--- src/rtl/core/mp3s2_pkg.sv ---
// Shared types and constants for the 3x3 stride-2 max pooling unit.
`timescale 1ns / 1ps
`default_nettype none

package mp3s2_pkg;

    localparam int DATA_W      = 64;
    localparam int CFG_W       = 6;
    localparam int CFG_IDX_W   = 2;
    localparam int ROW_W       = 5;
    localparam int COL_W       = 5;
    localparam int GRP_W       = 6;
    localparam int QUEUE_DEPTH = 2;

    localparam logic [CFG_W-1:0] HEIGHT_RESET = 6'd27;
    localparam logic [CFG_W-1:0] WIDTH_RESET  = 6'd27;
    localparam logic [CFG_W-1:0] GROUPS_RESET = 6'd32;

    typedef enum logic [CFG_IDX_W-1:0] {
        CFG_IN_HEIGHT      = 2'd0,
        CFG_IN_WIDTH       = 2'd1,
        CFG_CHANNEL_GROUPS = 2'd2
    } cfg_index_t;

    // One classified item on its way from the front to the back.
    typedef struct packed {
        logic [DATA_W-1:0] pixels;
        logic [COL_W-1:0]  col;
        logic [GRP_W-1:0]  grp;
        logic              emit;
        logic              frame_last;
    } desc_t;

endpackage

`default_nettype wire

--- src/rtl/core/mp3s2_queue.sv ---
// Short item queue between the front end and the pooling back end.
`timescale 1ns / 1ps
`default_nettype none

module mp3s2_queue
    import mp3s2_pkg::*;
(
    input  wire        aclk,
    input  wire        aresetn,
    input  wire        in_valid,
    output logic       in_ready,
    input  wire desc_t in_desc,
    output logic       out_valid,
    input  wire        out_ready,
    output desc_t      out_desc
);

    localparam int PTR_W = (QUEUE_DEPTH > 1) ? $clog2(QUEUE_DEPTH) : 1;
    localparam int CNT_W = $clog2(QUEUE_DEPTH + 1);

    desc_t            slot_reg [QUEUE_DEPTH];
    logic [PTR_W-1:0] wr_ptr_reg, rd_ptr_reg;
    logic [CNT_W-1:0] count_reg;
    logic             push, pop;

    assign in_ready  = count_reg != CNT_W'(QUEUE_DEPTH);
    assign out_valid = count_reg != '0;
    assign out_desc  = slot_reg[rd_ptr_reg];
    assign push      = in_valid && in_ready;
    assign pop       = out_valid && out_ready;

    always_ff @(posedge aclk) begin
        if (!aresetn) begin
            wr_ptr_reg <= '0;
            rd_ptr_reg <= '0;
            count_reg  <= '0;
        end else begin
            if (push) begin
                wr_ptr_reg <= (wr_ptr_reg == PTR_W'(QUEUE_DEPTH - 1)) ? '0
                                                                       : wr_ptr_reg + PTR_W'(1);
            end
            if (pop) begin
                rd_ptr_reg <= (rd_ptr_reg == PTR_W'(QUEUE_DEPTH - 1)) ? '0
                                                                       : rd_ptr_reg + PTR_W'(1);
            end
            if (push && !pop) begin
                count_reg <= count_reg + CNT_W'(1);
            end else if (pop && !push) begin
                count_reg <= count_reg - CNT_W'(1);
            end
        end
    end

    always_ff @(posedge aclk) begin
        if (push) begin
            slot_reg[wr_ptr_reg] <= in_desc;
        end
    end

    a_ptr_count: assert property (@(posedge aclk) disable iff (!aresetn)
        ((count_reg == '0) || (count_reg == CNT_W'(QUEUE_DEPTH)))
        == (wr_ptr_reg == rd_ptr_reg))
        else $error("queue pointers disagree with fill count");

endmodule

`default_nettype wire

--- config.mk ---
export PLATFORM = sky130hd
export DESIGN_NAME = mp3s2_queue
export DESIGN_NICKNAME = d
export VERILOG_FILES = /design/src/rtl/core/mp3s2_pkg.sv /design/src/rtl/core/mp3s2_queue.sv
export SDC_FILE = /design/constraint.sdc
export NUM_CORES = 1
export LEC_CHECK = 0
export BUFFER_PORTS_ARGS = -buffer_cell sky130_fd_sc_hd__buf_2
export CORE_MARGIN = 10
export CORE_UTILIZATION = 47
export CTS_CLUSTER_SIZE = 16
export DETAILED_ROUTE_END_ITERATION = 8
export PLACE_DENSITY = 0.76
export SYNTH_ARGS = -nofsm -noshare
export SYNTH_HDL_FRONTEND = slang
export SYNTH_SLANG_ARGS = --single-unit
--- constraint.sdc ---
create_clock -name aclk -period 2.74 [get_ports aclk]
set_input_delay 0 -clock aclk [delete_from_list [all_inputs] [get_ports aclk]]
set_output_delay 0 -clock aclk [all_outputs]
set_load 0.01 [all_outputs]
==> out/qor.txt, run 1 <==
Status -> complete, no violations
Critical-path maximum fanout -> 39
Final Core Density -> 0.681
Layout Nets -> 599
FMAX -> 492 MHz
Placement Rows -> 40
M3 GR Usage -> 0.0614
Main synth FF type -> edfxtp_1
Final cycle utilization of the critical path -> 0.741
CP peak stage delay -> 720 ps
Sequential area share after synthesis -> 0.798
Routed WL -> 13.0 mm
Area growth, synth to finish -> 40.0%
Mapped Avg Cell Area -> 22.4 um^2
Synth unique cells -> 22
H-tree levels -> 4
Kind of critical path -> flip-flop to primary output
Area contributors post-synth -> edfxtp_1, mux2_2, mux2_4
Most Crowded Layer GR -> met2
Global-route track usage on met2 -> 0.252
Finished Cell Area -> 0.00828 mm^2
FF-to-FF setup slack -> 950 ps
Top-area cell type share of the netlist area -> 0.782
Unrepaired setup endpoints after global routing -> no
Arrival @ worst endpoint -> 2030 ps
DR iter-0 viols -> 146
Syn Nets -> 346
Residual DRC -> 0
Slowest-stage cell, CP -> dfxtp_4
Antenna Nets Post-Route -> 0
Vias -> 3327
Clk Latency, worst-skew pair -> 420 ps
Tightest Pin Transition -> 590 ps
Min Tclk post-route -> 2030 ps
Die area -> 0.0175 mm^2
Chip Width -> 132 um
Core area -> 0.0122 mm^2
Clk root buf -> clkbuf_16
TritonCTS Sinks -> 159
Total GRT Usage -> 0.150
Mapped cell area -> 0.00592 mm^2
Vias in the first global route -> 3745
Congestion Overflow GR -> 0
Cts bufs inserted -> 17
Fraction of registers with async set or reset after synthesis -> 0
P_leak -> 3.17 nW
Setup TNS Final -> 0 ps
Detailed placer's ending HPWL -> 8.07 mm
CP Launch Type -> flip-flop
Initial antenna violation count -> 0
Number of flip-flops in the largest register -> 154
GPL Wtd Cong -> 0.736
Register Area -> 0.00473 mm^2
Routing usage on met1 -> 0.165
I/O pins -> 160
Finish-stage setup viols -> 0
Worst Setup End Kind -> primary output
Area leader, netlist -> edfxtp_1
Worst path required time -> 2740 ps
Antenna diodes -> 0
Number of synthesized flops with an enable pin -> 154
Drt via density -> 4.77
Max-slew violation count -> 0
Synth Register Bits -> 159
Worst setup slack after layout -> 709 ps
CTS tree -> yes
Slew margin rel. -> 0.607
Peak supply drop -> 673 uV
IO Port Bufs -> 159
Layout cells sized above 1 -> 0.515
Drt first pass iters -> 4
Hold Vio Cnt, Final -> 0
Hold Crit Class -> input port to flip-flop
Fin cells -> 698
PD cells -> 863 mW/mm^2
CP cell instances -> buf_12, mux2_2, buf_2
Die Span Y -> 132 um
Fillcell total -> 799
Postcts setup bufs -> 0
Post-Synthesis Cells -> 264
Skew final -> 7.34 ps
Worst-path clk slew -> 60 ps
Drt wl/cell -> 18.6 um
Footprint of the multi-input gates -> 0.00112 mm^2
Pre-CTS setup slack -> 963 ps
Initial core utilization -> 0.487
Top-count cell post-synth -> edfxtp_1
Clk buf depth -> 2
YS warnings -> 0
Pin count of the biggest net entering global routing -> 44
Cells after DPL -> 587
Max-cap violations -> 0
Global-route wire length before repair -> 20.3 mm
Area post-placement -> 0.00694 mm^2
Commonest cells in the netlist -> edfxtp_1, mux2_2, mux2_4, dfxtp_1
routing by layer:
| layer | part of all wire | vias to the layer above | routed length (um) |
|---|---|---|---|
| met2 | 0.51 | 144 | 6630 |
| met5 | 0 | - | 0 |
| met3 | 0.074 | 20 | 961 |
| li1 | - | 1550 | - |
| met4 | 0.020 | 0 | 266 |
| met1 | 0.40 | 1613 | 5130 |
report_power, final:
group	internal, mW	switching, mW	total [mW]
clock	1.32	0.857	2.18
combinational	0.925	0.832	1.76
sequential	3.04	0.176	3.22
total	5.29	1.86	7.15
stage by stage:
step / hold slack (ps) / power (mW)
3_5_place_dp: 191 / 4.95
4_1_cts: 58.4 / 7.23
3_3_place_gp: 187 / 4.90
2_1_floorplan: 98.9 / 4.32
5_1_grt: 128 / 7.48
6_report: 71.9 / 7.15
final timing paths:
check / startpoint / cells after the start / end
worst max-delay path: flip-flop / 3 / out_desc[57]
worst max register to register: count_reg[0] / 4 / slot_reg[0][32]
worst min-delay path: out_ready / 4 / rd_ptr_reg
worst min register to register: count_reg[1] / 2 / count_reg[1]
worst max-delay path: cells and delay by family, from the launching register on:
kind	cells	cell delay, ps
buffers and inverters	2	460
multiplexers	1	380
flip-flops	1	720
cell type report:
| class | count | area share |
|---|---|---|
| clock buffer | 19 | 0.0523 |
| clock inverter | 13 | 0.0148 |
| inverter | 1 | 0.000604 |
| multi-input combinational | 95 | 0.136 |
| sequential | 159 | 0.571 |
| tap | 168 | 0.0254 |
| timing repair buffer | 243 | 0.201 |
logic make-up after synthesis:
group | count (synthesis) | share of synthesized area
simple gates | 9 | 0.0110
mux | 77 | 0.166
fa+ha+maj | 1 | 0.00211
buf+inv | 10 | 0.0125
compound gates | 5 | 0.00592
flops | 159 | 0.798
xor+xnor | 3 | 0.00444
timing repair:
item / CTS / global route
endpoints found under the hold margin: 159 / 0
gates resized for setup: 0 / 0
hold buffers: 79 / 0
layout by cell type (no fill, tap or decap), types with 2 or more instances in the layout:
cell,n
and2_1,4
buf_12,3
buf_2,159
buf_4,2
bufinv_16,2
clkbuf_1,2
clkbuf_16,17
clkinv_1,4
clkinv_2,3
clkinvlp_4,5
dfxtp_1,4
dlygate4sd3_1,79
edfxtp_1,154
mux2_2,47
mux2_4,30
xnor2_1,2
No activity file was read; power rests on OpenSTA's default activity.
==> run 2, diff against run 1 <==
--- a/config.mk
+++ b/config.mk
@@ -7,10 +7,10 @@
 export LEC_CHECK = 0
 export BUFFER_PORTS_ARGS = -buffer_cell sky130_fd_sc_hd__buf_2
 export CORE_MARGIN = 10
-export CORE_UTILIZATION = 47
+export CORE_UTILIZATION = 52
 export CTS_CLUSTER_SIZE = 16
 export DETAILED_ROUTE_END_ITERATION = 8
-export PLACE_DENSITY = 0.76
+export PLACE_DENSITY = 0.79
 export SYNTH_ARGS = -nofsm -noshare
 export SYNTH_HDL_FRONTEND = slang
 export SYNTH_SLANG_ARGS = --single-unit
==> constraint.sdc (replaced) <==
create_clock -name aclk -period 2 [get_ports aclk]
set_input_delay 0 -clock aclk [delete_from_list [all_inputs] [get_ports aclk]]
set_output_delay 0 -clock aclk [all_outputs]
set_load 0.01 [all_outputs]
==> run 2 against run 1 <==
Net effect: sequential share of layout area fell by 0.23 points; non-clock buffer count rose by 1; via count fell by 1.9%; register-to-register slack got worse by 570 ps; flip-flop and latch count did not move; critical path type is now flip-flop to flip-flop; largest cell class unchanged.
==> out/qor.txt, run 2 (synthesis results as in run 1) <==
CP cell instances -> nand2b_4, and2_1, ha_1, or3_1, a21boi_1
Worst Setup End Kind -> flip-flop
Pin count of the biggest net entering global routing -> 44
TritonCTS Sinks -> 159
Die area -> 0.0160 mm^2
Hold Crit Class -> input port to flip-flop
Initial antenna violation count -> 0
Hold Vio Cnt, Final -> 0
Peak supply drop -> 820 uV
Hold-fix buffers, CTS -> 79
Pre-CTS setup slack -> 407 ps
Placement Rows -> 38
Antenna diodes -> 0
Layout cells sized above 1 -> 0.529
H-tree levels -> 4
Final cycle utilization of the critical path -> 0.808
Drt via density -> 4.87
Total GRT Usage -> 0.153
Cts bufs inserted -> 17
Tightest Pin Transition -> 449 ps
Delay-heaviest family, CP -> simple AND/OR/NAND/NOR gates
Vias -> 3265
FMAX -> 619 MHz
Fillcell total -> 626
Commonest non-fill, non-tap cells in the layout -> buf_2, edfxtp_1, dlygate4sd3_1, mux2_2, mux2_4
Congestion Overflow GR -> 0
Worst setup slack after layout -> 384 ps
Worst path required time -> 2350 ps
Residual DRC -> 0
Antenna Nets Post-Route -> 0
Clk buf depth -> 2
FF-to-FF Start -> count_reg[1]
CTS tree -> yes
Finished Cell Area -> 0.00832 mm^2
Detailed placer's ending HPWL -> 7.89 mm
P_leak -> 3.20 nW
Arrival @ worst endpoint -> 1960 ps
Global-route wire length before repair -> 19.3 mm
PD cells -> 1200 mW/mm^2
Initial core utilization -> 0.539
CP peak stage delay -> 440 ps
Clk Latency, worst-skew pair -> 410 ps
Area growth, synth to finish -> 40.6%
Status -> complete, no violations
Leading cell type in the layout, fill and taps excluded -> buf_2
CP Buf/Inv Count -> 0
Skew final -> 8.40 ps
Worst-path clk slew -> 60 ps
Drt first pass iters -> 4
Max-slew violation count -> 0
Finish-stage setup viols -> 0
Critical-path maximum fanout -> 5
Postcts setup bufs -> 0
GPL Wtd Cong -> 0.747
Min Tclk post-route -> 1620 ps
CP Launch Type -> flip-flop
Kind of critical path -> flip-flop to flip-flop
Drt wl/cell -> 18.6 um
Chip Width -> 127 um
Setup crit start -> count_reg[1]
Unrepaired setup endpoints after global routing -> no
Worst hold start -> out_ready
Routed WL -> 12.5 mm
Slew margin rel. -> 0.700
Number of flip-flops in the largest register -> 154
Gates resized, CTS repair -> 0
Vias in the first global route -> 3658
IO Port Bufs -> 159
Slowest-stage cell, CP -> dfxtp_1
Layout Nets -> 600
DR iter-0 viols -> 209
Core area -> 0.0110 mm^2
Setup TNS Final -> 0 ps
Max-cap violations -> 0
Area post-placement -> 0.00694 mm^2
I/O pins -> 160
Clk root buf -> clkbuf_16
Die Span Y -> 127 um
[run 2: cell count changes in the layout (fill, tap and decap cells not counted), sizes merged]
cell | previous run | this run
clkinv | 7 | 6
buf | 164 | 165
inv | 0 | 3
clkbuf | 19 | 17
[run 2: through the flow]
stage / std cells / power [mW] / utilization / hold WS (ps)
CTS: 671 / 10.1 / 0.757 / 52.3
detailed placement: 560 / 6.83 / 0.632 / 191
global placement: 560 / 6.77 / 0.632 / 188
floorplan: 264 / 5.91 / - / 98.9
finish: 671 / 9.98 / 0.757 / 72.0
global route: 671 / 10.4 / 0.757 / 119
[run 2: layer usage]
| metal | wire (um) | vias up | global-route usage |
|---|---|---|---|
| met2 | 6610 | 120 | 0.270 |
| met1 | 4690 | 1572 | 0.161 |
| met5 | 0 | - | 0 |
| met3 | 1030 | 15 | 0.0658 |
| li1 | - | 1558 | - |
| met4 | 125 | 0 | 0.0516 |
[run 2: worst min-delay path, cell delays in order]
cell,delay (ps)
buf_2,80
o21ai_1,90
xnor2_1,160
and2_1,120
[run 2: worst paths after layout]
kind,end,slack (ps),depth (start not counted)
worst min register to register,flip-flop,600,2
worst max register to register,count_reg[1],380,5
worst max-delay path,count_reg[1],380,5
worst min-delay path,flip-flop,70,4
[run 2: area by class of cell]
| cell class | instances | area, um^2 | area share |
|---|---|---|---|
| multi-input combinational | 95 | 1120 | 0.135 |
| sequential | 159 | 4730 | 0.569 |
| inverter | 1 | 7.51 | 0.000902 |
| timing repair buffer | 244 | 1690 | 0.204 |
| clock buffer | 17 | 425 | 0.0511 |
| clock inverter | 15 | 164 | 0.0197 |
| tap | 140 | 175 | 0.0211 |
[run 2: where the power goes]
group / internal [mW] / total, mW / switching (mW)
registers: 4.17 / 4.30 / 0.132
clock network: 1.85 / 3.12 / 1.26
logic: 1.31 / 2.57 / 1.25
total: 7.33 / 9.98 / 2.65
==> run 3, diff against run 2 <==
==> constraint.sdc (replaced) <==
create_clock -name aclk -period 1.6 [get_ports aclk]
set_input_delay 0 -clock aclk [delete_from_list [all_inputs] [get_ports aclk]]
set_output_delay 0 -clock aclk [all_outputs]
set_load 0.01 [all_outputs]
==> run 3 against run 2 <==
Net effect: die area did not move; first-iteration DRC count is 9.6% lower; clock skew is 2.8 ps higher; worst hold slack gained 76 ps; largest power group unchanged; combinational power up 32%; via count grew 1.3%; sequential power up 26%; critical endpoint is now out_desc[8]; design area up 1.1%; largest cell class unchanged; flip-flop and latch count stayed put; non-clock buffer count grew 3; worst setup slack worse by 360 ps.
==> out/qor.txt, run 3 (synthesis results as in run 1) <==
Status -> complete, no violations
R2R depth -> 6
Number of flip-flops in the largest register -> 154
Crit Reg-Reg Endpoint -> count_reg[1]
Drt via density -> 4.90
P_leak -> 3.24 nW
Min Tclk post-route -> 1570 ps
Layout Nets -> 603
Chip Width -> 127 um
Worst path required time -> 1600 ps
PD cells -> 1510 mW/mm^2
Worst Setup EP -> out_desc[8]
Tightest Pin Transition -> 343 ps
Max-cap violations -> 0
Finished Cell Area -> 0.00841 mm^2
I/O pins -> 160
TritonCTS Sinks -> 159
Pin count of the biggest net entering global routing -> 61
Congestion Overflow GR -> 0
Postcts setup bufs -> 0
Area post-placement -> 0.00697 mm^2
Global-route wire length before repair -> 20.3 mm
Clk root buf -> clkbuf_16
Arrival @ worst endpoint -> 1570 ps
CTS tree -> yes
Commonest non-fill, non-tap cells in the layout -> buf_2, edfxtp_1, dlygate4sd3_1, mux2_2, mux2_4
Setup TNS Final -> 0 ps
Layout cells sized above 1 -> 0.536
Finish-stage setup viols -> 0
FF-to-FF setup slack -> 40 ps
Area growth, synth to finish -> 42.1%
Max-slew violation count -> 0
Clk Latency, worst-skew pair -> 410 ps
Residual DRC -> 0
Hold Crit Class -> input port to flip-flop
FF-to-FF Start -> count_reg[0]
Drt first pass iters -> 4
Core area -> 0.0110 mm^2
Antenna Nets Post-Route -> 0
Unrepaired setup endpoints after global routing -> yes
GPL Wtd Cong -> 0.717
Routed WL -> 13.0 mm
CP Launch Type -> flip-flop
Vias -> 3308
H-tree levels -> 4
Die Span Y -> 127 um
Clk buf depth -> 2
Vias in the first global route -> 3804
Worst Setup End Kind -> primary output
Initial core utilization -> 0.539
Detailed placer's ending HPWL -> 8.18 mm
Cts bufs inserted -> 17
Drt wl/cell -> 19.3 um
Fin cells -> 675
Kind of critical path -> flip-flop to primary output
Total GRT Usage -> 0.161
Hold Vio Cnt, Final -> 0
Placement Rows -> 38
Die area -> 0.0160 mm^2
Initial antenna violation count -> 1
IO Port Bufs -> 159
Slew margin rel. -> 0.770
Leading cell type in the layout, fill and taps excluded -> buf_2
Critical-path maximum fanout -> 27
Worst-path clk slew -> 50 ps
Skew final -> 11.2 ps
Final cycle utilization of the critical path -> 0.983
FMAX -> 636 MHz
Peak supply drop -> 744 uV
Cells after DPL -> 562
DR iter-0 viols -> 189
## run 3: routing by layer
layer | global-route usage | wire (um) | vias up
li1 | - | - | 1560
met1 | 0.168 | 4860 | 1612
met2 | 0.284 | 6910 | 121
met3 | 0.0725 | 1090 | 15
met4 | 0.0529 | 155 | 0
met5 | 0 | 0 | -
## run 3: final cells by class
type | count | area [um^2]
flip-flops and latches | 159 | 4730
fillers | 637 | 2570
repair buffers | 247 | 1760
multi-input cells | 95 | 1150
clock buffers | 20 | 447
well taps | 140 | 175
clock inverters | 12 | 136
inverters | 1 | 7.51
diodes | 1 | 2.50
## run 3: worst min path at each step
stage,from,to,depth (start not counted)
final,out_ready,rd_ptr_reg,4
after global routing,out_ready,rd_ptr_reg,4
after CTS,out_ready,rd_ptr_reg,4
after detailed placement,in_desc[70],slot_reg[0][70],1
after global placement,in_desc[14],slot_reg[1][14],1
after floorplan,in_desc[0],slot_reg[0][0],0
## run 3: stage by stage
step	power [mW]	setup WS (ps)	util	hold slack (ps)
after floorplan	7.39	-552	-	98.9
after global placement	8.50	107	0.634	187
after detailed placement	8.59	-34.9	0.634	192
after CTS	12.7	2.62	0.764	70.8
after global routing	13.2	-42.0	0.766	189
final	12.7	27.9	0.766	148
## run 3: critical path, cell delays in order, from the launching register on
cell and delay [ps]:
dfxtp_4 420, buf_16 240, mux2_2 360, buf_2 140
## run 3: report_power, final
| group | internal (mW) | switching, mW |
|---|---|---|
| clock | 2.35 | 1.53 |
| sequential | 5.21 | 0.187 |
| combinational | 1.77 | 1.62 |
| total | 9.32 | 3.34 |
## run 3: timing repair
| action | CTS | global route |
|---|---|---|
| cloned | 1 | 0 |
| gates resized for setup | 5 | 3 |
| endpoints found under the hold margin | 159 | 0 |
| endpoints found under the setup margin | 55 | 24 |
| hold buffers | 79 | 0 |
| pin swaps | 1 | 1 |
