File: src/rtl/core/mp3s2_pkg.sv
// Shared types and constants for the 3x3 stride-2 max pooling unit.
`timescale 1ns / 1ps
`default_nettype none

package mp3s2_pkg;

    localparam int DATA_W      = 64;
    localparam int CFG_W       = 6;
    localparam int CFG_IDX_W   = 2;
    localparam int ROW_W       = 5;
    localparam int COL_W       = 5;
    localparam int GRP_W       = 6;
    localparam int QUEUE_DEPTH = 2;

    localparam logic [CFG_W-1:0] HEIGHT_RESET = 6'd27;
    localparam logic [CFG_W-1:0] WIDTH_RESET  = 6'd27;
    localparam logic [CFG_W-1:0] GROUPS_RESET = 6'd32;

    typedef enum logic [CFG_IDX_W-1:0] {
        CFG_IN_HEIGHT      = 2'd0,
        CFG_IN_WIDTH       = 2'd1,
        CFG_CHANNEL_GROUPS = 2'd2
    } cfg_index_t;

    // One classified item on its way from the front to the back.
    typedef struct packed {
        logic [DATA_W-1:0] pixels;
        logic [COL_W-1:0]  col;
        logic [GRP_W-1:0]  grp;
        logic              emit;
        logic              frame_last;
    } desc_t;

endpackage

`default_nettype wire

File: src/rtl/core/mp3s2_front.sv
// Front end: configuration registers, position counters and item classification.
`timescale 1ns / 1ps
`default_nettype none

module mp3s2_front
    import mp3s2_pkg::*;
#(
    parameter int MAX_WIDTH  = 32,
    parameter int MAX_GROUPS = 32
) (
    input  wire                  aclk,
    input  wire                  aresetn,
    input  wire                  cfg_wr_en,
    input  wire [CFG_IDX_W-1:0]  cfg_index,
    input  wire [CFG_W-1:0]      cfg_wr_data,
    input  wire                  s_valid,
    output logic                 s_ready,
    input  wire [DATA_W-1:0]     s_pixels,
    output logic                 q_valid,
    input  wire                  q_ready,
    output desc_t                q_desc
);

    localparam int WMAX = (MAX_WIDTH < 32) ? MAX_WIDTH : 32;

    logic [CFG_W-1:0] height_reg, width_reg, groups_reg;
    logic [CFG_W-1:0] height_eff, width_eff, groups_eff;
    logic [ROW_W-1:0] row_reg, row_next;
    logic [COL_W-1:0] col_reg, col_next;
    logic [GRP_W-1:0] grp_reg, grp_next;
    logic             cfg_hit;
    logic             accept;
    logic             last_grp, last_col, last_row;

    // Out-of-range register values are clamped, zero reads as one.
    always_comb begin
        height_eff = height_reg;
        if (height_reg == '0) begin
            height_eff = CFG_W'(1);
        end else if (height_reg > CFG_W'(32)) begin
            height_eff = CFG_W'(32);
        end
        width_eff = width_reg;
        if (width_reg == '0) begin
            width_eff = CFG_W'(1);
        end else if (width_reg > CFG_W'(WMAX)) begin
            width_eff = CFG_W'(WMAX);
        end
        groups_eff = groups_reg;
        if (groups_reg == '0) begin
            groups_eff = CFG_W'(1);
        end else if ({1'b0, groups_reg} > (CFG_W + 1)'(MAX_GROUPS)) begin
            groups_eff = CFG_W'(MAX_GROUPS);
        end
    end

    always_comb begin
        unique case (cfg_index_t'(cfg_index))
            CFG_IN_HEIGHT, CFG_IN_WIDTH, CFG_CHANNEL_GROUPS: cfg_hit = cfg_wr_en;
            default: cfg_hit = 1'b0;
        endcase
    end

    assign accept   = s_valid && q_ready;
    assign s_ready  = q_ready;
    assign q_valid  = s_valid;

    assign last_grp = ({1'b0, grp_reg} + 7'd1) == {1'b0, groups_eff};
    assign last_col = ({1'b0, col_reg} + 6'd1) == width_eff;
    assign last_row = ({1'b0, row_reg} + 6'd1) == height_eff;

    always_comb begin
        q_desc.pixels     = s_pixels;
        q_desc.col        = col_reg;
        q_desc.grp        = grp_reg;
        q_desc.emit       = (row_reg >= ROW_W'(2)) && (col_reg >= COL_W'(2))
                            && !row_reg[0] && !col_reg[0];
        q_desc.frame_last = (({1'b0, row_reg} + 6'd2) >= height_eff)
                            && (({1'b0, col_reg} + 6'd2) >= width_eff) && last_grp;
    end

    always_comb begin
        row_next = row_reg;
        col_next = col_reg;
        grp_next = grp_reg;
        if (cfg_hit) begin
            row_next = '0;
            col_next = '0;
            grp_next = '0;
        end else if (accept) begin
            if (last_grp) begin
                grp_next = '0;
                if (last_col) begin
                    col_next = '0;
                    row_next = last_row ? '0 : row_reg + ROW_W'(1);
                end else begin
                    col_next = col_reg + COL_W'(1);
                end
            end else begin
                grp_next = grp_reg + GRP_W'(1);
            end
        end
    end

    always_ff @(posedge aclk) begin
        if (!aresetn) begin
            height_reg <= HEIGHT_RESET;
            width_reg  <= WIDTH_RESET;
            groups_reg <= GROUPS_RESET;
            row_reg    <= '0;
            col_reg    <= '0;
            grp_reg    <= '0;
        end else begin
            if (cfg_wr_en) begin
                unique case (cfg_index_t'(cfg_index))
                    CFG_IN_HEIGHT:      height_reg <= cfg_wr_data;
                    CFG_IN_WIDTH:       width_reg  <= cfg_wr_data;
                    CFG_CHANNEL_GROUPS: groups_reg <= cfg_wr_data;
                    default: ;
                endcase
            end
            row_reg <= row_next;
            col_reg <= col_next;
            grp_reg <= grp_next;
        end
    end

    a_cfg_restart: assert property (@(posedge aclk) disable iff (!aresetn)
        cfg_hit |=> (row_reg == '0 && col_reg == '0 && grp_reg == '0))
        else $error("frame position not restarted by register write");

    a_pos_in_map: assert property (@(posedge aclk) disable iff (!aresetn)
        ({1'b0, row_reg} < height_eff) && ({1'b0, col_reg} < width_eff)
        && (grp_reg < groups_eff))
        else $error("frame position outside the configured map");

endmodule

`default_nettype wire

File: config.mk
export PLATFORM = sky130hd
export DESIGN_NAME = mp3s2_front
export DESIGN_NICKNAME = d
export VERILOG_FILES = /design/src/rtl/core/mp3s2_pkg.sv /design/src/rtl/core/mp3s2_front.sv
export SDC_FILE = /design/constraint.sdc
export NUM_CORES = 1
export LEC_CHECK = 0
export ABC_AREA = 1
export BUFFER_PORTS_ARGS = -buffer_cell sky130_fd_sc_hd__buf_4
export CORE_MARGIN = 3
export CORE_UTILIZATION = 45
export DETAILED_ROUTE_END_ITERATION = 8
export PLACE_DENSITY_LB_ADDON = 0.08
export SLEW_MARGIN = 20
export SYNTH_ARGS = -nofsm -noshare
export SYNTH_HDL_FRONTEND = slang
export SYNTH_SLANG_ARGS = --single-unit
File: constraint.sdc
create_clock -name aclk -period 5.2 [get_ports aclk]
set_input_delay 0.52 -clock aclk [delete_from_list [all_inputs] [get_ports aclk]]
set_output_delay 0.52 -clock aclk [all_outputs]
set_load 0.1 [all_outputs]
==> flow_summary.toml, run 1 <==
[run_status]
outcome = "finished, final reports clean"

[hold_path]
timing.hold.worst_path_depth = 3
hold_path.class = "primary input to flip-flop"

[floorplanning]
row_count = 28
die_height_um = 86.4
floorplan.initialDensity = 0.477
die_width_um = 86.4
design.core.area_um2 = 6100
pin_count = 156
die_footprint_um2 = 7460

[critical_path]
setup.worst_path.end_class = "output pin"
cp_data_arrival_time_ns = 2.40
worst-path-buf-inv = 2
path_class = "flip-flop to output pin"
worst-path-stages = 12
critPathMostFrequentCell = "sky130_fd_sc_hd__nand2_1"
critPathRequiredTime_ns = 4.68
cp_max_fo = 8
timing.critical_path.cells = "ha_1, nand2_1, inv_2, nand3_1, nand3_1, nand2_1, nor2_2, nand3_2, nor2_4, nand2_1, nor2_1, buf_4"
crit_family = "simple AND/OR/NAND/NOR gates"
critical-path-max-stage-delay_ns = 0.47
reg2regPathDepth = 13
critical-path-slowest-cell = "sky130_fd_sc_hd__dfxtp_1"
startpoint_type = "flip-flop"

[yosys]
async_flop_share = 0
synth_seq_cells = 34
synth.top_cell.area_share = 0.234
ys_seq_area_frac = 0.234
synth.top_cells.by_area = "sky130_fd_sc_hd__dfxtp_1, sky130_fd_sc_hd__buf_4, sky130_fd_sc_hd__nand2_1"
synth_top_cell_by_area = "sky130_fd_sc_hd__dfxtp_1"
synth_cell_area_um2 = 2910
synth.most_common_cell = "sky130_fd_sc_hd__nand2_1"
synthDistinctLibCells = 26
post_synthesis_instance_total = 450
synth_commonest_cells = "sky130_fd_sc_hd__nand2_1, sky130_fd_sc_hd__buf_4, sky130_fd_sc_hd__nor2_1"
ys_warn_count = 0
syn-num-nets = 548
syn-mean-instance-area_um2 = 6.46
synth_top_flop_cell = "sky130_fd_sc_hd__dfxtp_1"
edff_count_synth = 0

[global_route]
grt_first_pass_wirelength_um = 10300
grt_start_max_net_pins = 20
initial_antenna_violation_count = 0
grt-ovfl-total = 0
via_count_of_the_first_global_routing_pass = 2215
track_usage = 0.172

[sta]
max_slew.worst_pin.slew_ns = 0.585
fin_skew_ns = 0.0105
final.period_utilization = 0.562
grt_setup_unrepaired = "false"
timing.setup.tns_ns = 0
relSlewSlack = 0.610
timing.final.crit_period_ns = 2.92
timing_hold_violations_final = 0
timing.final.setup_violations = 0
fmax_mhz = 342
drv_slew = 0

[finish]
proportion_of_layout_cells_with_a_drive_suffix_above_1 = 0.109
antenna_cells = 0
final-seq-area_um2 = 681
nNetsFinal = 511
syn2layout_area_growth_pct = -4.09
multi_input_gate_area_in_the_final_layout_um2 = 1500
utilization = 0.457
num-fill-cells = 690

[power_and_ir_drop]
cellPowerDensity_nw_per_um2 = 223
cellLeakagePower_nw = 1.42
power.ir.vdd_worst_mv = 0.127

[clock_tree]
cts.path.max_buffers = 2
clk_pin_slew_worst_paths_ns = 0.08
post_cts_resized = 0
hold_buf_cts = 0
cts_max_level = 2
root_buffer = "sky130_fd_sc_hd__clkbuf_8"
post_cts_buffers = 0
cts_tree = "yes"
clock_sink_count = 34
cts-buffers-inserted = 5
clkLatencyLatePin_ns = 0.30

[drt]
wire_per_inst_um = 12.7
ant_nets = 0
drt_drc_violations_left = 0
dr_total_vias = 2426
via_per_inst = 4.96
detail_route.wirelength_um = 6190
drtIter0Drc = 105
first_pass_iters = 4

[placed_design]
dp.final_hpwl_um = 4800
routabilityCongestion = 0.836
buffer_ports.inserted = 27

[flow_run]
timing.max_cap.violations = 0
-- cell families after synthesis --
| group | count (synthesis) | synth area share |
|---|---|---|
| AO/OA/AOI/OAI | 40 | 0.0767 |
| XOR/XNOR | 11 | 0.0332 |
| adder cells (fa/ha/maj) | 21 | 0.0904 |
| buffers and inverters | 124 | 0.251 |
| flip-flops | 34 | 0.234 |
| AND/OR/NAND/NOR | 220 | 0.315 |
-- power by group --
part / total (mW) / switching, mW / internal [mW]
clock network: 0.253 / 0.111 / 0.143
logic: 0.0931 / 0.0615 / 0.0317
registers: 0.276 / 0.00720 / 0.268
total: 0.622 / 0.179 / 0.443
-- area by class of cell --
type | instances | area share
multi-input combinational | 292 | 0.537
tap | 75 | 0.0337
timing repair buffer | 27 | 0.0727
clock buffer | 5 | 0.0247
sequential | 34 | 0.244
clock inverter | 3 | 0.0162
inverter | 53 | 0.0714
-- metal layers --
| layer | part of all wire | vias to the layer above | global-route usage |
|---|---|---|---|
| li1 | - | 1274 | - |
| met2 | 0.43 | 82 | 0.259 |
| met5 | 0 | - | 0 |
| met1 | 0.47 | 1050 | 0.234 |
| met3 | 0.076 | 20 | 0.0485 |
| met4 | 0.018 | 0 | 0.0652 |
-- per-stage QoR --
| stage | hold WS [ns] | power (mW) | setup slack [ns] | instance area (um2) | cells |
|---|---|---|---|---|---|
| floorplan | 0.430 | 0.581 | 0.303 | 2910 | 450 |
| global placement | 0.449 | 0.375 | 2.58 | 2670 | 481 |
| detailed placement | 0.456 | 0.375 | 2.58 | 2670 | 481 |
| CTS | 0.443 | 0.631 | 2.24 | 2790 | 489 |
| global route | 0.450 | 0.656 | 2.00 | 2790 | 489 |
| finish | 0.451 | 0.622 | 2.28 | 2790 | 489 |
-- worst register-to-register path, cell delays in order, from the launching register on --
cell	delay [ns]
sky130_fd_sc_hd__dfxtp_1	0.47
sky130_fd_sc_hd__ha_1	0.27
sky130_fd_sc_hd__nand2_1	0.08
sky130_fd_sc_hd__inv_2	0.08
sky130_fd_sc_hd__nand3_1	0.11
sky130_fd_sc_hd__nand3_1	0.10
sky130_fd_sc_hd__nand2_1	0.06
sky130_fd_sc_hd__nor2_2	0.09
sky130_fd_sc_hd__nand3_2	0.09
sky130_fd_sc_hd__nor2_4	0.22
sky130_fd_sc_hd__nand3_2	0.27
sky130_fd_sc_hd__nand2_1	0.14
sky130_fd_sc_hd__nand2_1	0.05
sky130_fd_sc_hd__nor2_1	0.11
-- path summary, 6_finish.rpt --
| path | from | end | slack, ns |
|---|---|---|---|
| hold / removal | cfg_wr_data[3] | width_reg[3]$_SDFFE_PN1P_ | 0.45 |
| hold reg to reg | groups_reg[0]$_SDFFE_PN0P_ | groups_reg[0]$_SDFFE_PN0P_ | 0.46 |
| setup / recovery | grp_reg[0]$_SDFFE_PP0P_ | q_desc[0] | 2.28 |
| setup reg to reg | grp_reg[0]$_SDFFE_PP0P_ | row_reg[4]$_SDFFE_PP0P_ | 2.99 |
-- layout by cell type, fill, tap and decap left out, drive strengths merged, types with 2 or more instances in the layout --
cell      netlist  routed
o21ai          15      15
dfxtp          34      34
nand2         115     115
nor2           57      57
clkbuf          2       5
nand3          41      41
a21oi          18      18
buf            69      27
inv            53      53
nor3            2       2
ha             21      21
o211ai          4       4
xnor2           3       3
nand4           3       3
xor2            8       8
clkinvlp        0       2
No activity file was read; power rests on OpenSTA's default activity.
==> run 2: changes to the inputs <==
Settings changed: ABC_AREA 1 to 0, CORE_UTILIZATION 45 to 41.
Clock period 5.2 ns to 2.4 ns, I/O delays scaled along.
==> run 2 against run 1 <==
  * Area after synthesis is 2.6% lower
  * Die area up 6.4%
  * Non-clock buffer count up 32
  * Clock-buffer cell count up 2
  * Clock power up 120%
  * The flow now finishes with violations (setup timing)
  * Sequential power rose by 110%
  * Combinational power rose by 90%
  * Global-route usage down 0.64 points
  * Synthesized cell count is 25% lower
  * Utilization rose by 1.8 points
  * Clock skew grew 0.0034 ns
  * Total power increased by 110%
==> flow_summary.toml, run 2 <==
[drt]
wire_per_inst_um = 15.5
dr_total_vias = 2193
via_per_inst = 5.38
detail_route.wirelength_um = 6340
drtIter0Drc = 59
drt_drc_violations_left = 0
ant_nets = 0
first_pass_iters = 4

[clock_tree]
cts-buffers-inserted = 5
clk_pin_slew_worst_paths_ns = 0.08
clkLatencyLatePin_ns = 0.29
cts_tree = "yes"
cts.path.max_buffers = 2
cts_max_level = 2
clock_sink_count = 34
hold_buf_cts = 0
root_buffer = "sky130_fd_sc_hd__clkbuf_8"

[global_route]
via_count_of_the_first_global_routing_pass = 2060
track_usage = 0.166
initial_antenna_violation_count = 0
grt_start_max_net_pins = 20
grt_first_pass_wirelength_um = 10200
grt-ovfl-total = 0

[floorplanning]
row_count = 29
die_height_um = 89.1
floorplan.initialDensity = 0.433
die_footprint_um2 = 7930
design.core.area_um2 = 6530
die_width_um = 89.1
pin_count = 156

[sta]
grt_setup_unrepaired = "true"
timing_hold_violations_final = 0
drv_slew = 0
timing.final.crit_period_ns = 2.74
max_slew.worst_pin.slew_ns = 0.766
fmax_mhz = 365
fin_skew_ns = 0.0139
finalWorstSetupSlack_ns = -0.339
whs_ns = 0.187
relSlewSlack = 0.488
timing.final.setup_violations = 5
final.period_utilization = 1.14

[run_status]
violated_checks = "setup timing"
outcome = "finished with violations"

[yosys]
synth.top_cell.area_share = 0.241
post_synthesis_instance_total = 338
synth.most_common_cell = "sky130_fd_sc_hd__buf_4"
ys_seq_area_frac = 0.241
synth_top_cell_by_area = "sky130_fd_sc_hd__dfxtp_1"
synth_commonest_cells = "sky130_fd_sc_hd__buf_4, sky130_fd_sc_hd__dfxtp_1, sky130_fd_sc_hd__nand2_1"
synthDistinctLibCells = 43
synth_cell_area_um2 = 2830
synth.top_cells.by_area = "sky130_fd_sc_hd__dfxtp_1, sky130_fd_sc_hd__buf_4, sky130_fd_sc_hd__ha_1"
ys_warn_count = 0
syn-mean-instance-area_um2 = 8.37
edff_count_synth = 0
syn-num-nets = 436
async_flop_share = 0
synth_top_flop_cell = "sky130_fd_sc_hd__dfxtp_1"
synth_seq_cells = 34

[finish]
layout_common_cells = "sky130_fd_sc_hd__buf_4, sky130_fd_sc_hd__nand2_1, sky130_fd_sc_hd__dfxtp_1"
proportion_of_layout_cells_with_a_drive_suffix_above_1 = 0.293
nNetsFinal = 428
most_common_library_cell_in_the_layout_ignoring_fill_and_taps = "sky130_fd_sc_hd__buf_4"
syn2layout_area_growth_pct = 9.73
multi_input_gate_area_in_the_final_layout_um2 = 1680
final-seq-area_um2 = 713
utilization = 0.475
antenna_cells = 0
layout.cells.non_filler = 408
num-fill-cells = 648

[critical_path]
cp_max_fo = 2
critPathMostFrequentCell = "sky130_fd_sc_hd__a21o_1"
rrSetupSlack_ns = -0.13
critPathRequiredTime_ns = 2.16
rr_startpoint = "grp_reg[0]$_SDFFE_PP0P_"
crit_path_start = "height_reg[4]$_SDFFE_PN1P_"
critical-path-max-stage-delay_ns = 0.33
reg2regPathDepth = 9
timing.critical_path.cells = "nor4_2, nor2_1, nor2_1, ha_1, nand2b_4, a21o_1, a21o_1, a21o_1, a21o_1, a21oi_2, a2111oi_4, buf_6"
cp_data_arrival_time_ns = 2.50
critical-path-slowest-cell = "sky130_fd_sc_hd__dfxtp_2"
startpoint_type = "flip-flop"
setup.worst_path.end_class = "output pin"
path_class = "flip-flop to output pin"
r2r_end = "col_reg[4]$_SDFFE_PP0P_"

[placed_design]
placedCellCount = 398
buffer_ports.inserted = 27
dp.final_hpwl_um = 4710
routabilityCongestion = 0.779

[power_and_ir_drop]
switch_share = 0.252
cellPowerDensity_nw_per_um2 = 425
seq_power_share = 0.437
clock_power_share = 0.429
power.combinational.fraction = 0.134
cellLeakagePower_nw = 1.40
power.switching_mw = 0.333
p_int_mw = 0.987
power.ir.vdd_worst_mv = 0.260

[hold_path]
min_from = "cfg_wr_data[5]"
timing.hold.worst_path_depth = 3
hold-path-endpoint = "groups_reg[5]$_SDFFE_PN1P_"
hold_path.class = "primary input to flip-flop"

[flow_run]
timing.max_cap.violations = 0
run 2: repair_timing:
item                                    CTS  global route
buffers inserted                          3             0
endpoints found under the setup margin    7            10
resized for setup                         7            12
pin swaps                                12            11
run 2: how the worst max path moves through the flow:
stage / endpoint / cells past startpoint
after floorplan: q_desc[0] / 7
after global placement: q_desc[0] / 12
after detailed placement: q_desc[0] / 12
after CTS: q_desc[0] / 12
after global routing: q_desc[0] / 12
final: q_desc[0] / 12
run 2: power by group through the flow:
stage               clock [mW]  sequential [mW]  combinational, mW
CTS                      0.579            0.577              0.176
global placement             0            0.590              0.169
detailed placement           0            0.590              0.169
global route             0.603            0.579              0.195
floorplan                    0            0.598              0.606
finish                   0.566            0.577              0.177
run 2: layout make-up:
class / count / area share
Sequential cell: 34 / 0.230
Tap cell: 77 / 0.0310
Clock buffer: 7 / 0.0278
Timing Repair Buffer: 59 / 0.144
Inverter: 13 / 0.0157
Clock inverter: 1 / 0.00967
Multi-Input combinational cell: 217 / 0.542
run 2: through the flow:
| step | power [mW] | setup slack [ns] | area (um2) | setup TNS, ns |
|---|---|---|---|---|
| final | 1.32 | -0.339 | 3100 | -0.589 |
| after global routing | 1.38 | -0.491 | 3100 | -1.53 |
| after CTS | 1.33 | -0.356 | 3070 | -0.536 |
| after detailed placement | 0.759 | -0.196 | 2910 | -0.289 |
| after global placement | 0.759 | -0.207 | 2910 | -0.347 |
| after floorplan | 1.20 | -0.743 | 2920 | -0.775 |
run 2: cells by family after synthesis:
logic type | count (synthesis) | synth area share
simple gates | 110 | 0.207
buf+inv | 87 | 0.203
compound gates | 47 | 0.107
flops | 34 | 0.241
xor+xnor | 21 | 0.0858
fa+ha+maj | 21 | 0.0929
mux | 18 | 0.0637
run 2: per-layer routing:
metal	share of wire	up-vias	global-route usage
met5	0	-	0
met4	0.033	0	0.0798
met3	0.054	37	0.0378
met2	0.43	62	0.244
met1	0.48	1007	0.229
li1	-	1087	-
run 2: critical path: cells and delay by family, from the launching register on:
family	cells	cell delay [ns]
AND/OR/NAND/NOR	4	0.58
buffers and inverters	1	0.20
adder cells (fa/ha/maj)	1	0.25
AO/OA/AOI/OAI	6	0.85
flip-flops	1	0.33
==> run 3: changes to the inputs <==
Settings changed: CORE_UTILIZATION 41 to 30.
==> run 3 against run 2 <==
  * The flow still finishes with violations (setup timing)
  * Clock-buffer cell count down 1
  * Critical path depth did not move
  * Sequential power is essentially flat
  * Via count is 3.4% lower
  * Die area rose by 34%
  * Register-to-register slack better by 0.03 ns
  * Combinational power about the same
  * Clock skew decreased by 0.0088 ns
  * Total power down 4.3%
  * Critical path type unchanged
  * Critical endpoint unchanged
  * Largest cell class unchanged
  * Highest routed layer unchanged
==> flow_summary.toml, run 3 (synthesis results as in run 2) <==
[floorplanning]
die_footprint_um2 = 10600
row_count = 34
pin_count = 156
die_width_um = 103
die_height_um = 103
design.core.area_um2 = 8930
floorplan.initialDensity = 0.317

[drt]
drtIter0Drc = 59
detail_route.wirelength.met1_um = 3150
met3WireLength_um = 392
drt_drc_violations_left = 0
detail_route.wirelength_um = 6470
first_pass_iters = 5
dr_total_vias = 2118
ant_nets = 0
routed.top_layer = "met4"
via_per_inst = 4.85
met2_length_um = 2860
wire_per_inst_um = 14.8

[placed_design]
dp_worst_setup_slack_ns = -0.196
dp.final_hpwl_um = 4960
buffer_ports.inserted = 27
routabilityCongestion = 0.714
placedCellCount = 427

[critical_path]
cp_data_arrival_time_ns = 2.49
worst-path-buf-inv = 1
cp_max_fo = 2
crit_family = "compound AO/OA/AOI/OAI gates"
startpoint_type = "flip-flop"
critPathMostFrequentCell = "sky130_fd_sc_hd__a21o_1"
critPathRequiredTime_ns = 2.16
critical-path-slowest-cell = "sky130_fd_sc_hd__dfxtp_2"
setup.worst_path.end_class = "output pin"
critical-path-max-stage-delay_ns = 0.33
timing.critical_path.cells = "nor4_2, nor2_1, nor2_1, ha_1, nand2b_4, a21o_1, a21o_1, a21o_1, a21o_1, a21oi_2, a2111oi_4, buf_6"
path_class = "flip-flop to output pin"

[sta]
final.period_utilization = 1.14
max_slew.worst_pin.slew_ns = 0.820
timing.final.setup_violations = 6
drv_slew = 0
fin_skew_ns = 0.00518
grt_setup_unrepaired = "true"
fmax_mhz = 366
whs_ns = 0.192
timing_hold_violations_final = 0
timing.final.crit_period_ns = 2.73
finalWorstSetupSlack_ns = -0.330
relSlewSlack = 0.452

[clock_tree]
root_buffer = "sky130_fd_sc_hd__clkbuf_8"
cts-buffers-inserted = 5
clock_sink_count = 34
cts_max_level = 2
cts_tree = "yes"
cts.path.max_buffers = 2
hold_buf_cts = 0
clk_pin_slew_worst_paths_ns = 0.08
clkLatencyLatePin_ns = 0.29

[run_status]
outcome = "finished with violations"
violated_checks = "setup timing"

[global_route]
grt_start_max_net_pins = 20
initial_antenna_violation_count = 0
via_count_of_the_first_global_routing_pass = 1979
track_usage = 0.124
grt_first_pass_wirelength_um = 10300
grt-ovfl-total = 0

[finish]
layout.cells.non_filler = 437
proportion_of_layout_cells_with_a_drive_suffix_above_1 = 0.295
num-fill-cells = 927
antenna_cells = 0
nNetsFinal = 426
syn2layout_area_growth_pct = 10.2
most_common_library_cell_in_the_layout_ignoring_fill_and_taps = "sky130_fd_sc_hd__buf_4"
layout_common_cells = "sky130_fd_sc_hd__buf_4, sky130_fd_sc_hd__nand2_1, sky130_fd_sc_hd__dfxtp_1"

[power_and_ir_drop]
power.ir.vdd_worst_mv = 0.195
cellPowerDensity_nw_per_um2 = 406
cellLeakagePower_nw = 1.37
fin_total_pwr_mw = 1.26

[hold_path]
hold_path.class = "primary input to flip-flop"

[flow_run]
timing.max_cap.violations = 0
## run 3: cell count changes in the layout (fill, tap and decap cells not counted), sizes merged
cell,change
clkbuf,-1
inv,+1
clkinvlp,+1
buf,-2
bufinv,-1
## run 3: worst min-delay path, stage by stage
cell and delay, ns:
sky130_fd_sc_hd__buf_4 0.10, sky130_fd_sc_hd__mux2i_1 0.06, sky130_fd_sc_hd__nand2_1 0.06
## run 3: power by group
part	switching [mW]	internal, mW	total [mW]
Clock	0.243	0.268	0.511
Combinational	0.0969	0.0781	0.175
Sequential	0.00987	0.568	0.578
## run 3: worst paths after layout
path,from,cells after the start,endpoint,slack (ns)
worst max-delay path,height_reg[1]$_SDFFE_PN1P_,12,q_desc[0],-0.33
worst min-delay path,cfg_wr_data[4],3,width_reg[4]$_SDFFE_PN1P_,0.19
worst max register to register,grp_reg[0]$_SDFFE_PP0P_,9,col_reg[4]$_SDFFE_PP0P_,-0.10
worst min register to register,grp_reg[5]$_SDFFE_PP0P_,2,grp_reg[5]$_SDFFE_PP0P_,0.50
## run 3: final cells by class
class                      count  area [um2]  area share
inverter                      13        48.8      0.0157
timing repair buffer          57         435       0.140
multi-input combinational    217        1680       0.538
tap                          108         135      0.0434
clock buffer                   6        93.8      0.0301
clock inverter                 2        13.8     0.00442
sequential                    34         714       0.229
## run 3: per-stage QoR
stage / area (um2) / utilization / TNS [ns]
finish: 3120 / 0.349 / -0.554
detailed placement: 2940 / 0.329 / -0.397
floorplan: 2920 / - / -0.775
global placement: 2940 / 0.329 / -0.641
global route: 3120 / 0.349 / -1.40
CTS: 3090 / 0.346 / -0.660
## run 3: what timing repair did
action	in CTS	in global routing
pin swaps	16	7
setup buffers	1	1
resized for setup	9	7
endpoints found under the hold margin	0	0
setup endpoints to repair	7	11
## run 3: routing by layer
metal,vias up,track usage
li1,1075,-
met1,966,0.176
met2,61,0.182
met3,16,0.0318
met4,0,0.0408
met5,-,0
